### src/hw/rtl/apdu_multi_frame_reassembler_defines.svh
// Assertion macros for the multi-frame reassembler.
`ifndef APDU_MULTI_FRAME_REASSEMBLER_DEFINES_SVH
`define APDU_MULTI_FRAME_REASSEMBLER_DEFINES_SVH
`ifndef NO_ASSERTIONS
`define AMFR_ASSERT_SAME(label, ante, cons) \
    label: assert property (@(posedge clk) disable iff (!rst_n) (ante) |-> (cons)) \
        else $error("assertion failed: same-cycle implication");
`define AMFR_ASSERT_NEXT(label, ante, cons) \
    label: assert property (@(posedge clk) disable iff (!rst_n) (ante) |=> (cons)) \
        else $error("assertion failed: next-cycle implication");
`else
`define AMFR_ASSERT_SAME(label, ante, cons)
`define AMFR_ASSERT_NEXT(label, ante, cons)
`endif
`endif

### src/hw/rtl/amfr_pkg.sv
// Shared types and constants for the multi-frame reassembler.
package amfr_pkg;

    localparam int HEADER_BYTES   = 5;
    localparam int WORD_BYTES     = 8;
    localparam int WORDS_PER_SLOT = 8;
    localparam int DATA_CAP       = 59;
    localparam int LEN_W          = 6;
    localparam int WSEL_W         = 3;

    typedef enum logic [2:0] {
        ST_WAIT      = 3'd0,
        ST_DUP       = 3'd1,
        ST_SHORT     = 3'd2,
        ST_BAD_INDEX = 3'd3,
        ST_INCONS    = 3'd4,
        ST_MESSAGE   = 3'd5
    } status_t;

    typedef struct packed {
        logic                capture;
        logic                commit;
        logic                write_en;
        logic [WSEL_W-1:0]   word_sel;
        logic                drain_start;
        logic                drain;
        logic                clear;
        logic                emit_single;
        status_t             code;
    } ctrl_cmd_t;

    typedef struct packed {
        logic    ok;
        status_t code;
        logic    complete;
        logic    empty;
        logic    drain_last;
    } dp_status_t;

endpackage

### src/hw/rtl/amfr_ctrl.sv
// Controller state machine for the multi-frame reassembler.
module amfr_ctrl
(
    input  logic                 clk,
    input  logic                 rst_n,
    input  logic                 start,
    output logic                 busy,
    input  amfr_pkg::dp_status_t sts,
    output amfr_pkg::ctrl_cmd_t  cmd
);

    typedef enum logic [2:0] {
        S_IDLE,
        S_EVAL,
        S_STORE,
        S_DRAIN,
        S_FINISH
    } state_t;

    state_t                        state_reg, state_next;
    logic [amfr_pkg::WSEL_W-1:0]   word_reg, word_next;
    logic                          busy_reg;

    always_comb
    begin
        cmd        = '0;
        cmd.code   = amfr_pkg::ST_WAIT;
        state_next = state_reg;
        word_next  = word_reg;
        case (state_reg)
            S_IDLE:
            begin
                if (start)
                begin
                    cmd.capture = 1'b1;
                    state_next  = S_EVAL;
                end
            end
            S_EVAL:
            begin
                if (!sts.ok)
                begin
                    cmd.emit_single = 1'b1;
                    cmd.code        = sts.code;
                    // A duplicate leaves the open sequence untouched.
                    cmd.clear       = (sts.code != amfr_pkg::ST_DUP);
                    state_next      = S_FINISH;
                end
                else
                begin
                    cmd.commit = 1'b1;
                    word_next  = '0;
                    state_next = S_STORE;
                end
            end
            S_STORE:
            begin
                cmd.write_en = 1'b1;
                cmd.word_sel = word_reg;
                word_next    = word_reg + 1'b1;
                if (word_reg == amfr_pkg::WSEL_W'(amfr_pkg::WORDS_PER_SLOT - 1))
                begin
                    if (!sts.complete)
                    begin
                        cmd.emit_single = 1'b1;
                        cmd.code        = amfr_pkg::ST_WAIT;
                        state_next      = S_FINISH;
                    end
                    else if (sts.empty)
                    begin
                        cmd.emit_single = 1'b1;
                        cmd.code        = amfr_pkg::ST_MESSAGE;
                        cmd.clear       = 1'b1;
                        state_next      = S_FINISH;
                    end
                    else
                    begin
                        cmd.drain_start = 1'b1;
                        state_next      = S_DRAIN;
                    end
                end
            end
            S_DRAIN:
            begin
                cmd.drain = 1'b1;
                if (sts.drain_last)
                begin
                    cmd.clear  = 1'b1;
                    state_next = S_FINISH;
                end
            end
            S_FINISH:
            begin
                state_next = S_IDLE;
            end
            default:
            begin
                state_next = S_IDLE;
            end
        endcase
    end

    always_ff @(posedge clk or negedge rst_n)
    begin
        if (!rst_n)
        begin
            state_reg <= S_IDLE;
            word_reg  <= '0;
            busy_reg  <= 1'b0;
        end
        else
        begin
            state_reg <= state_next;
            word_reg  <= word_next;
            busy_reg  <= (state_next != S_IDLE);
        end
    end

    assign busy = busy_reg;

endmodule

### src/hw/rtl/amfr_datapath.sv
// Datapath: frame capture, payload memory, slot bookkeeping and output aligner.
module amfr_datapath
#(
    parameter int MAX_SLOTS   = 8,
    parameter int FRAME_BYTES = 64
)
(
    input  logic                 clk,
    input  logic                 rst_n,
    input  amfr_pkg::ctrl_cmd_t  cmd,
    output amfr_pkg::dp_status_t sts,
    input  logic [6:0]           frame_length,
    input  logic [7:0]           command,
    input  logic [7:0]           total_frames,
    input  logic [7:0]           frame_index,
    input  logic [63:0]          data_word_0,
    input  logic [63:0]          data_word_1,
    input  logic [63:0]          data_word_2,
    input  logic [63:0]          data_word_3,
    input  logic [63:0]          data_word_4,
    input  logic [63:0]          data_word_5,
    input  logic [63:0]          data_word_6,
    input  logic [63:0]          data_word_7,
    output logic                 result_valid,
    output logic [2:0]           status,
    output logic [7:0]           message_command,
    output logic [63:0]          message_word,
    output logic [3:0]           valid_bytes,
    output logic [8:0]           message_length,
    output logic                 last
);

    localparam int LEN_W       = amfr_pkg::LEN_W;
    localparam int WSEL_W      = amfr_pkg::WSEL_W;
    localparam int PAYLOAD_MAX = (FRAME_BYTES - amfr_pkg::HEADER_BYTES) < amfr_pkg::DATA_CAP ?
                                 (FRAME_BYTES - amfr_pkg::HEADER_BYTES) : amfr_pkg::DATA_CAP;
    localparam int SLOT_W      = (MAX_SLOTS > 1) ? $clog2(MAX_SLOTS) : 1;
    localparam int CNT_W       = SLOT_W + 1;
    localparam int EXP_W       = $clog2(MAX_SLOTS + 1);
    localparam int ADDR_W      = SLOT_W + WSEL_W;
    localparam int DEPTH       = MAX_SLOTS * amfr_pkg::WORDS_PER_SLOT;
    localparam int TOTAL_W     = $clog2(MAX_SLOTS * PAYLOAD_MAX + 1);

    // Captured frame.
    logic [6:0]             flen_reg;
    logic [7:0]             cmd_reg;
    logic [7:0]             tot_reg;
    logic [7:0]             idx_reg;
    logic [63:0]            data_reg [amfr_pkg::WORDS_PER_SLOT];

    // Sequence state.
    logic [LEN_W-1:0]       slot_len_reg [MAX_SLOTS];
    logic [MAX_SLOTS-1:0]   map_reg;
    logic [EXP_W-1:0]       exp_reg;
    logic [TOTAL_W-1:0]     total_reg;

    // Payload memory.
    logic [63:0]            mem [DEPTH];
    logic [63:0]            mem_q;

    // Drain walk and aligner.
    logic [CNT_W-1:0]       slot_reg;
    logic [WSEL_W-1:0]      wrd_reg;
    logic                   rd_vld_reg;
    logic [3:0]             rd_n_reg;
    logic [63:0]            acc_reg;
    logic [3:0]             acc_cnt_reg;
    logic [TOTAL_W-1:0]     rem_reg;

    // Result registers.
    logic                   out_vld_reg;
    amfr_pkg::status_t      out_status_reg;
    logic [7:0]             out_cmd_reg;
    logic [63:0]            out_word_reg;
    logic [3:0]             out_valid_reg;
    logic [8:0]             out_len_reg;
    logic                   out_last_reg;

    // Frame checks.
    logic [6:0]             plen_raw;
    logic [LEN_W-1:0]       plen;
    logic                   is_short;
    logic                   is_bad;
    logic                   opening;
    logic                   is_incons;
    logic [SLOT_W-1:0]      idx_s;
    logic                   is_dup;
    logic [MAX_SLOTS-1:0]   full;

    // Store path.
    logic [ADDR_W-1:0]      waddr;
    logic [63:0]            wdata;
    logic [63:0]            wsrc;

    // Walk path.
    logic                   walk_done;
    logic [SLOT_W-1:0]      slot_s;
    logic [LEN_W-1:0]       cur_len;
    logic [LEN_W-1:0]       base;
    logic [LEN_W-1:0]       left;
    logic [3:0]             take_n;
    logic                   slot_end;
    logic                   rd_issue;
    logic [ADDR_W-1:0]      raddr;

    // Aligner path.
    logic [63:0]            din;
    logic [3:0]             in_n;
    logic [3:0]             sum;
    logic [127:0]           merged;
    logic [3:0]             need;
    logic                   emit;
    logic                   drain_last;

    always_comb
    begin
        plen_raw  = flen_reg - 7'(amfr_pkg::HEADER_BYTES);
        plen      = (plen_raw > 7'(PAYLOAD_MAX)) ? LEN_W'(PAYLOAD_MAX) : plen_raw[LEN_W-1:0];
        is_short  = flen_reg < 7'(amfr_pkg::HEADER_BYTES);
        is_bad    = (tot_reg > 8'(MAX_SLOTS)) || (idx_reg >= tot_reg);
        opening   = (idx_reg == 8'd0) && (exp_reg == '0);
        is_incons = !opening && (tot_reg != 8'(exp_reg));
        idx_s     = idx_reg[SLOT_W-1:0];
        is_dup    = map_reg[idx_s];
        for (int b = 0; b < MAX_SLOTS; b++)
        begin
            full[b] = (b < int'(exp_reg));
        end
    end

    always_comb
    begin
        sts.ok         = 1'b0;
        sts.code       = amfr_pkg::ST_WAIT;
        if (is_short)
        begin
            sts.code = amfr_pkg::ST_SHORT;
        end
        else if (is_bad)
        begin
            sts.code = amfr_pkg::ST_BAD_INDEX;
        end
        else if (is_incons)
        begin
            sts.code = amfr_pkg::ST_INCONS;
        end
        else if (is_dup)
        begin
            sts.code = amfr_pkg::ST_DUP;
        end
        else
        begin
            sts.ok = 1'b1;
        end
        sts.complete   = ((map_reg & full) == full);
        sts.empty      = (total_reg == '0);
        sts.drain_last = drain_last;
    end

    // Store path: bytes past the payload length are written as zero, which the
    // aligner relies on when it merges partial words.
    always_comb
    begin
        waddr = {idx_s, cmd.word_sel};
        wsrc  = data_reg[cmd.word_sel];
        for (int b = 0; b < amfr_pkg::WORD_BYTES; b++)
        begin
            wdata[8*b +: 8] = ({cmd.word_sel, 3'(b)} < plen) ? wsrc[8*b +: 8] : 8'h00;
        end
    end

    always_comb
    begin
        walk_done = (int'(slot_reg) >= int'(exp_reg));
        slot_s    = slot_reg[SLOT_W-1:0];
        cur_len   = slot_len_reg[slot_s];
        base      = {wrd_reg, 3'b000};
        left      = cur_len - base;
        take_n    = (left >= LEN_W'(amfr_pkg::WORD_BYTES)) ? 4'd8 : left[3:0];
        slot_end  = (left <= LEN_W'(amfr_pkg::WORD_BYTES));
        rd_issue  = cmd.drain && !walk_done && (cur_len != '0);
        raddr     = {slot_s, wrd_reg};
    end

    always_comb
    begin
        din        = rd_vld_reg ? mem_q : 64'd0;
        in_n       = rd_vld_reg ? rd_n_reg : 4'd0;
        sum        = acc_cnt_reg + in_n;
        merged     = {64'd0, acc_reg} | ({64'd0, din} << {acc_cnt_reg, 3'b000});
        need       = (rem_reg >= TOTAL_W'(amfr_pkg::WORD_BYTES)) ? 4'd8 : 4'(rem_reg);
        emit       = cmd.drain && (rem_reg != '0) && (sum >= need);
        drain_last = emit && (rem_reg == TOTAL_W'(need));
    end

    always_ff @(posedge clk)
    begin
        if (cmd.write_en)
        begin
            mem[waddr] <= wdata;
        end
        if (rd_issue)
        begin
            mem_q <= mem[raddr];
        end
    end

    always_ff @(posedge clk)
    begin
        if (cmd.capture)
        begin
            flen_reg    <= frame_length;
            cmd_reg     <= command;
            tot_reg     <= total_frames;
            idx_reg     <= frame_index;
            data_reg[0] <= data_word_0;
            data_reg[1] <= data_word_1;
            data_reg[2] <= data_word_2;
            data_reg[3] <= data_word_3;
            data_reg[4] <= data_word_4;
            data_reg[5] <= data_word_5;
            data_reg[6] <= data_word_6;
            data_reg[7] <= data_word_7;
        end
        if (cmd.drain_start)
        begin
            acc_reg <= '0;
        end
        else if (emit)
        begin
            acc_reg <= merged[127:64];
        end
        else if (cmd.drain)
        begin
            acc_reg <= merged[63:0];
        end
        if (cmd.drain)
        begin
            rd_n_reg <= take_n;
        end
        if (cmd.emit_single)
        begin
            out_status_reg <= cmd.code;
            out_cmd_reg    <= (cmd.code == amfr_pkg::ST_MESSAGE) ? cmd_reg : 8'd0;
            out_word_reg   <= '0;
            out_valid_reg  <= '0;
            out_len_reg    <= '0;
            out_last_reg   <= 1'b1;
        end
        else if (emit)
        begin
            out_status_reg <= amfr_pkg::ST_MESSAGE;
            out_cmd_reg    <= cmd_reg;
            out_word_reg   <= merged[63:0];
            out_valid_reg  <= need;
            out_len_reg    <= 9'(total_reg);
            out_last_reg   <= drain_last;
        end
    end

    always_ff @(posedge clk or negedge rst_n)
    begin
        if (!rst_n)
        begin
            for (int s = 0; s < MAX_SLOTS; s++)
            begin
                slot_len_reg[s] <= '0;
            end
            map_reg     <= '0;
            exp_reg     <= '0;
            total_reg   <= '0;
            slot_reg    <= '0;
            wrd_reg     <= '0;
            rd_vld_reg  <= 1'b0;
            acc_cnt_reg <= '0;
            rem_reg     <= '0;
            out_vld_reg <= 1'b0;
        end
        else
        begin
            out_vld_reg <= cmd.emit_single || emit;
            if (cmd.clear)
            begin
                for (int s = 0; s < MAX_SLOTS; s++)
                begin
                    slot_len_reg[s] <= '0;
                end
                map_reg   <= '0;
                exp_reg   <= '0;
                total_reg <= '0;
            end
            else if (cmd.commit)
            begin
                if (opening)
                begin
                    exp_reg <= EXP_W'(tot_reg);
                end
                map_reg[idx_s]      <= 1'b1;
                slot_len_reg[idx_s] <= plen;
                total_reg           <= total_reg + TOTAL_W'(plen);
            end

            if (cmd.drain_start)
            begin
                slot_reg    <= '0;
                wrd_reg     <= '0;
                rd_vld_reg  <= 1'b0;
                acc_cnt_reg <= '0;
                rem_reg     <= total_reg;
            end
            else if (cmd.drain)
            begin
                rd_vld_reg <= rd_issue;
                if (!walk_done)
                begin
                    // Empty slots are skipped without a memory read.
                    if ((cur_len == '0) || slot_end)
                    begin
                        slot_reg <= slot_reg + 1'b1;
                        wrd_reg  <= '0;
                    end
                    else
                    begin
                        wrd_reg <= wrd_reg + 1'b1;
                    end
                end
                if (emit)
                begin
                    acc_cnt_reg <= sum - need;
                    rem_reg     <= rem_reg - TOTAL_W'(need);
                end
                else
                begin
                    acc_cnt_reg <= sum;
                end
            end
        end
    end

    assign result_valid    = out_vld_reg;
    assign status          = out_status_reg;
    assign message_command = out_cmd_reg;
    assign message_word    = out_word_reg;
    assign valid_bytes     = out_valid_reg;
    assign message_length  = out_len_reg;
    assign last            = out_last_reg;

endmodule

### src/hw/rtl/apdu_multi_frame_reassembler.sv
// Top level of the multi-frame message reassembler.
//
//   Channel   Handshake                 Payload
//   frame     start / busy              frame_length, command, total_frames,
//                                       frame_index, data_word_0..7
//   result    result_valid (strobe)     status, message_command, message_word,
//                                       valid_bytes, message_length, last
//
// A stored frame keeps busy high through a check state, eight payload-memory
// writes (one write port) and a result state; a rejected or duplicate frame through the check and result states.
// The next transaction is accepted as soon as busy is low.
// A completing frame adds the drain, which walks each stored payload word and empty
// slot in turn through the single read port of the payload memory.
// Reset clears the sequence state but not the payload memory; results cannot be stalled.
`include "apdu_multi_frame_reassembler_defines.svh"

module apdu_multi_frame_reassembler
#(
    parameter int MAX_SLOTS   = 8,
    parameter int FRAME_BYTES = 64
)
(
    input  logic        clk,
    input  logic        rst_n,
    input  logic        start,
    output logic        busy,
    input  logic [6:0]  frame_length,
    input  logic [7:0]  command,
    input  logic [7:0]  total_frames,
    input  logic [7:0]  frame_index,
    input  logic [63:0] data_word_0,
    input  logic [63:0] data_word_1,
    input  logic [63:0] data_word_2,
    input  logic [63:0] data_word_3,
    input  logic [63:0] data_word_4,
    input  logic [63:0] data_word_5,
    input  logic [63:0] data_word_6,
    input  logic [63:0] data_word_7,
    output logic        result_valid,
    output logic [2:0]  status,
    output logic [7:0]  message_command,
    output logic [63:0] message_word,
    output logic [3:0]  valid_bytes,
    output logic [8:0]  message_length,
    output logic        last
);

    amfr_pkg::ctrl_cmd_t  cmd;
    amfr_pkg::dp_status_t sts;

    amfr_ctrl u_ctrl
    (
        .clk   (clk),
        .rst_n (rst_n),
        .start (start),
        .busy  (busy),
        .sts   (sts),
        .cmd   (cmd)
    );

    amfr_datapath
    #(
        .MAX_SLOTS   (MAX_SLOTS),
        .FRAME_BYTES (FRAME_BYTES)
    )
    u_datapath
    (
        .clk             (clk),
        .rst_n           (rst_n),
        .cmd             (cmd),
        .sts             (sts),
        .frame_length    (frame_length),
        .command         (command),
        .total_frames    (total_frames),
        .frame_index     (frame_index),
        .data_word_0     (data_word_0),
        .data_word_1     (data_word_1),
        .data_word_2     (data_word_2),
        .data_word_3     (data_word_3),
        .data_word_4     (data_word_4),
        .data_word_5     (data_word_5),
        .data_word_6     (data_word_6),
        .data_word_7     (data_word_7),
        .result_valid    (result_valid),
        .status          (status),
        .message_command (message_command),
        .message_word    (message_word),
        .valid_bytes     (valid_bytes),
        .message_length  (message_length),
        .last            (last)
    );

    // An accepted transaction keeps the block busy on the following cycle.
    `AMFR_ASSERT_NEXT(a_accept_busy, start && !busy, busy)
    // Nothing follows the final result of a transaction directly.
    `AMFR_ASSERT_NEXT(a_last_gap, result_valid && last, !result_valid)
    // Status-only results are always single.
    `AMFR_ASSERT_SAME(a_single_last, result_valid && (status != 3'(amfr_pkg::ST_MESSAGE)), last)
    // A partial message word can only be the final one.
    `AMFR_ASSERT_SAME(a_partial_last, result_valid && (valid_bytes != 4'd8), last)

endmodule
### config.mk
export PLATFORM = sky130hd
export DESIGN_NAME = apdu_multi_frame_reassembler
export DESIGN_NICKNAME = d
export VERILOG_FILES = /design/src/hw/rtl/amfr_pkg.sv /design/src/hw/rtl/amfr_ctrl.sv /design/src/hw/rtl/amfr_datapath.sv /design/src/hw/rtl/apdu_multi_frame_reassembler.sv
export VERILOG_INCLUDE_DIRS = /design/src /design/src/hw/rtl
export SDC_FILE = /design/constraint.sdc
export NUM_CORES = 2
export LEC_CHECK = 0
export ABC_CLOCK_PERIOD_IN_PS = 139500
export BUFFER_PORTS_ARGS = -buffer_cell sky130_fd_sc_hd__buf_2
export CORE_MARGIN = 4
export CORE_UTILIZATION = 60
export DETAILED_ROUTE_END_ITERATION = 8
export GPL_TIMING_DRIVEN = 0
export HOLD_SLACK_MARGIN = 0.12
export MAX_ROUTING_LAYER = met4
export PLACE_DENSITY = 0.77
export SLEW_MARGIN = 25
export SYNTH_ARGS = -nofsm -noshare
export SYNTH_HDL_FRONTEND = slang
export SYNTH_MEMORY_MAX_BITS = 65536
export SYNTH_SLANG_ARGS = --single-unit
export TNS_END_PERCENT = 100
### constraint.sdc
create_clock -name clk -period 139.5 [get_ports clk]
set_input_delay 20.925 -clock clk [delete_from_list [all_inputs] [get_ports clk]]
set_output_delay 20.925 -clock clk [all_outputs]
set_load 0.05 [all_outputs]
==> results.md <==
* Type of origin of the critical path: input port
* Clock Latency Late Sink at 1.06 ns
* Primary FF master, synth: edfxtp_1
* Most common cell after layout, fill and taps aside: edfxtp_1
* Achievable Freq at approximately 36 MHz
* Top-area cell type share of the netlist area at about three quarters
* Routability Congestion at ~0.98
* Fraction of power consumed by combinational cells at under 10%
* Critical-path maximum fanout at 8
* Top cells by area, synth: edfxtp_1, mux4_2, dfxtp_1
* Slowest-stage cell, CP: nor4b_2
* Synthesized cell area at around 190,000 sq um
* Clk sink count at between 4k and 5k
* CP dominant cell by count: buf_2
* Fin cells at 15.22k
* Initial Util at between 60% and 70%
* Post-Syn Instances at 8,802
* Fin. max-slew vios at 0
* Max-Cap Viols at 0
* Vert. Die Dim at 573.5 um
* Largest net degree at the start of global routing at between 50 and 60
* FP Rows at a little over 200
* Die Wd at about 570 um
* Cell accounting for the most synthesized area: edfxtp_1
* Post-route setup TNS at 0 ns
* Layout area overhead at 17.65%
* Status: finished, violations left
* Commonest cells after routing, fill and taps aside: edfxtp_1, mux4_2, buf_2
* Net count after synthesis at ~9.4k
* Core area at 318,300 sq um
* Number of global-route vias before repair at between 100k and 150k
* Antenna viol nets, final at 0
* Seq pwr share at 54.3%
* DRT Pass-1 Iters at 9
* Synthesis-stage register bit count at approximately 5k
* Net Switching at 685.5 uW
* CP arrival at 28.82 ns
* Final hold slack at roughly 0.45 ns
* CTS max path bufs at 4
* # port buffers at ~640
* Placed cell count at approximately 14k
* Critical path required time at 140.18 ns
* Failing checks: design-rule violations
* Internal at about 2400 uW
* Total CTS buffers at 468
* Seq/Total Area, Yosys at about 77%
* RSZ-0062 raised after global routing: false
* Post-DP HPWL at ~440,000 um
* PD cells at between 10 and 15 nW/um^2
* Slowest stage delay, CP at roughly 0.54 ns
* Max reg flops at approximately 4k
* Worst IR drop on VDD at 0.01355 mV
* IO Count at ~640
* Clk_skew at between 0.09 and 0.1 ns
* Setup bufs post-CTS at 0
* Hold_buf cts at 0
* Global route overflow at 0
* Leakage at 0.07215 uW
* Starting DRT DRC Count at around 25k
* Routed wire length at about 720,000 um
* Post-synth EDFFs at roughly 4.7k
* Final Setup Violations at 0
* Clk slew on worst S/H paths at 0.06 ns
* TritonCTS clock tree: done
* Ratio of cells with drive above 1 in the final layout at between 30% and 40%
* Wire per inst at between 40 and 50 um
* Post-cts sizing count at 0
* Vias/cell at 7.648
* Post-route minimum period at roughly 28 ns
* Hold Path Class: register to register
* Async S/R FF share, synth at 1.977%
* Design Power at a little over 3000 uW
* Gr usage total at between 40% and 50%
* Syn_area_per_cell at roughly 22 sq um
* Initial antenna violation count at 150
* Root buffer cell: clkbuf_16
* Global-route wire length before repair at 933,300 um
* Worst Max-Slew Pin Slew at roughly 1.3 ns
* Period utilisation layout at 20.17%
* DRC at around 1.1k
* Nets at about 11k
* Htree depth at 5
* Synth unique cells at 78
* Crit end category: register
* Clock Power Share at 42.8%
* Die Area at between 300,000 and 400,000 sq um
* Slew HR at between 10% and 20%
* Switching share of power at 22.34%
* Endpoints failing hold at 0
* Yosys warnings at 0
* Crit path kind: input port to register
* Via count at between 100k and 150k
[final timing paths]
kind                                                  startpoint  cells after the start                                       to  slack (ns)
worst max-delay path                                       start                     31      u_datapath.data_reg[3][7]$_DFFE_PP_      111.37
min in group asynchronous                                  rst_n                      1        u_datapath.rd_vld_reg$_DFFE_PN0P_       19.86
worst min register to register      u_datapath.last$_SDFFE_PP1N_                      1             u_datapath.last$_SDFFE_PP1N_        0.45
max in group asynchronous                                  rst_n                      2  u_datapath.slot_len_reg[26]$_DFFE_PN0P_      118.86
worst min-delay path                u_datapath.last$_SDFFE_PP1N_                      1             u_datapath.last$_SDFFE_PP1N_        0.45
worst max register to register  u_datapath.flen_reg[4]$_DFFE_PP_                     17          u_datapath.mem[0][39]$_DFFE_PP_      130.39
[area by class of cell]
type | count | area, sq um
plain buffers | 515 | 2248
flip-flops and latches | 4958 | 147000
well taps | 4180 | 5230
fillers | 17340 | 92550
multi-input cells | 3270 | 43680
clock buffers | 574 | 12330
diodes | 174 | 435.4
repair buffers | 1201 | 12030
inverters | 59 | 221.5
clock inverters | 292 | 2611
[routing by layer]
metal / part of all wire [%] / up-vias / GRT usage, %
met2: 46 / 13860 / 64.16
met3: 15 / 3892 / 14.04
li1: - / 40720 / -
met1: 29 / 57950 / 49.39
met5: 0 / - / -
met4: 10 / 0 / 28.93
[through the flow]
| stage | cell area [sq um] | util (%) | setup WS, ns |
|---|---|---|---|
| final | 225800 | 70.93 | 111.37 |
| after global routing | 225700 | 70.91 | 110.98 |
| after CTS | 225200 | 70.74 | 111.67 |
| after detailed placement | 210200 | 66.05 | 110.76 |
| after global placement | 200300 | 62.93 | 42.66 |
| after floorplan | 191900 | - | 61.45 |
[critical path: cells and delay by family]
family,cells,cell delay (ns)
buf+inv,30,7.30
simple gates,1,0.54
[power by group through the flow]
stage	Combinational [uW]	Clock, uW	Sequential [uW]
floorplan	29.4	0	1730
global placement	60.2	0	1740
detailed placement	81.9	0	1700
CTS	84.9	1290	1660
global route	93.5	1370	1660
finish	91.2	1310	1670
[synthesized netlist by cell type, types with 6 or more instances]
library cell	n
nor2b_1	28
o22a_1	22
o211a_1	10
and2_1	46
ha_1	37
o21ai_0	134
o22ai_1	101
dfxtp_1	142
buf_1	99
nand3_1	77
mux2_2	49
o31ai_1	8
a31oi_1	20
a221oi_1	16
buf_2	76
nor3_1	92
or3_1	9
o221ai_1	37
nor4_1	10
nor4b_1	6
mux2i_1	149
o211ai_1	11
a22o_1	8
a211oi_1	79
a22oi_1	29
nor2_1	374
nand2b_1	13
a21o_1	11
nand2_1	195
a32oi_1	8
and3_1	7
clkbuf_1	336
xor2_1	12
mux4_2	1375
xnor2_1	16
a21oi_1	176
dfrtp_1	98
a222oi_1	7
edfxtp_1	4718
inv_1	57
a32o_1	7
o2bb2ai_1	14
[cell families (layout without fill, tap and decap cells)]
group	count (synthesis)	after routing	share of synthesized area [%]
other	1	175	0.001954
and+or+nand+nor	888	888	2.074
xor gates and xnor gates	28	28	0.1278
AOI/OAI and AO/OA	739	739	2.536
adders and majority gates	41	41	0.2830
DFF	4958	4958	76.59
buffers and inverters	574	2641	1.186
muxes	1573	1573	17.20
Power figures use the tool's default switching activity.
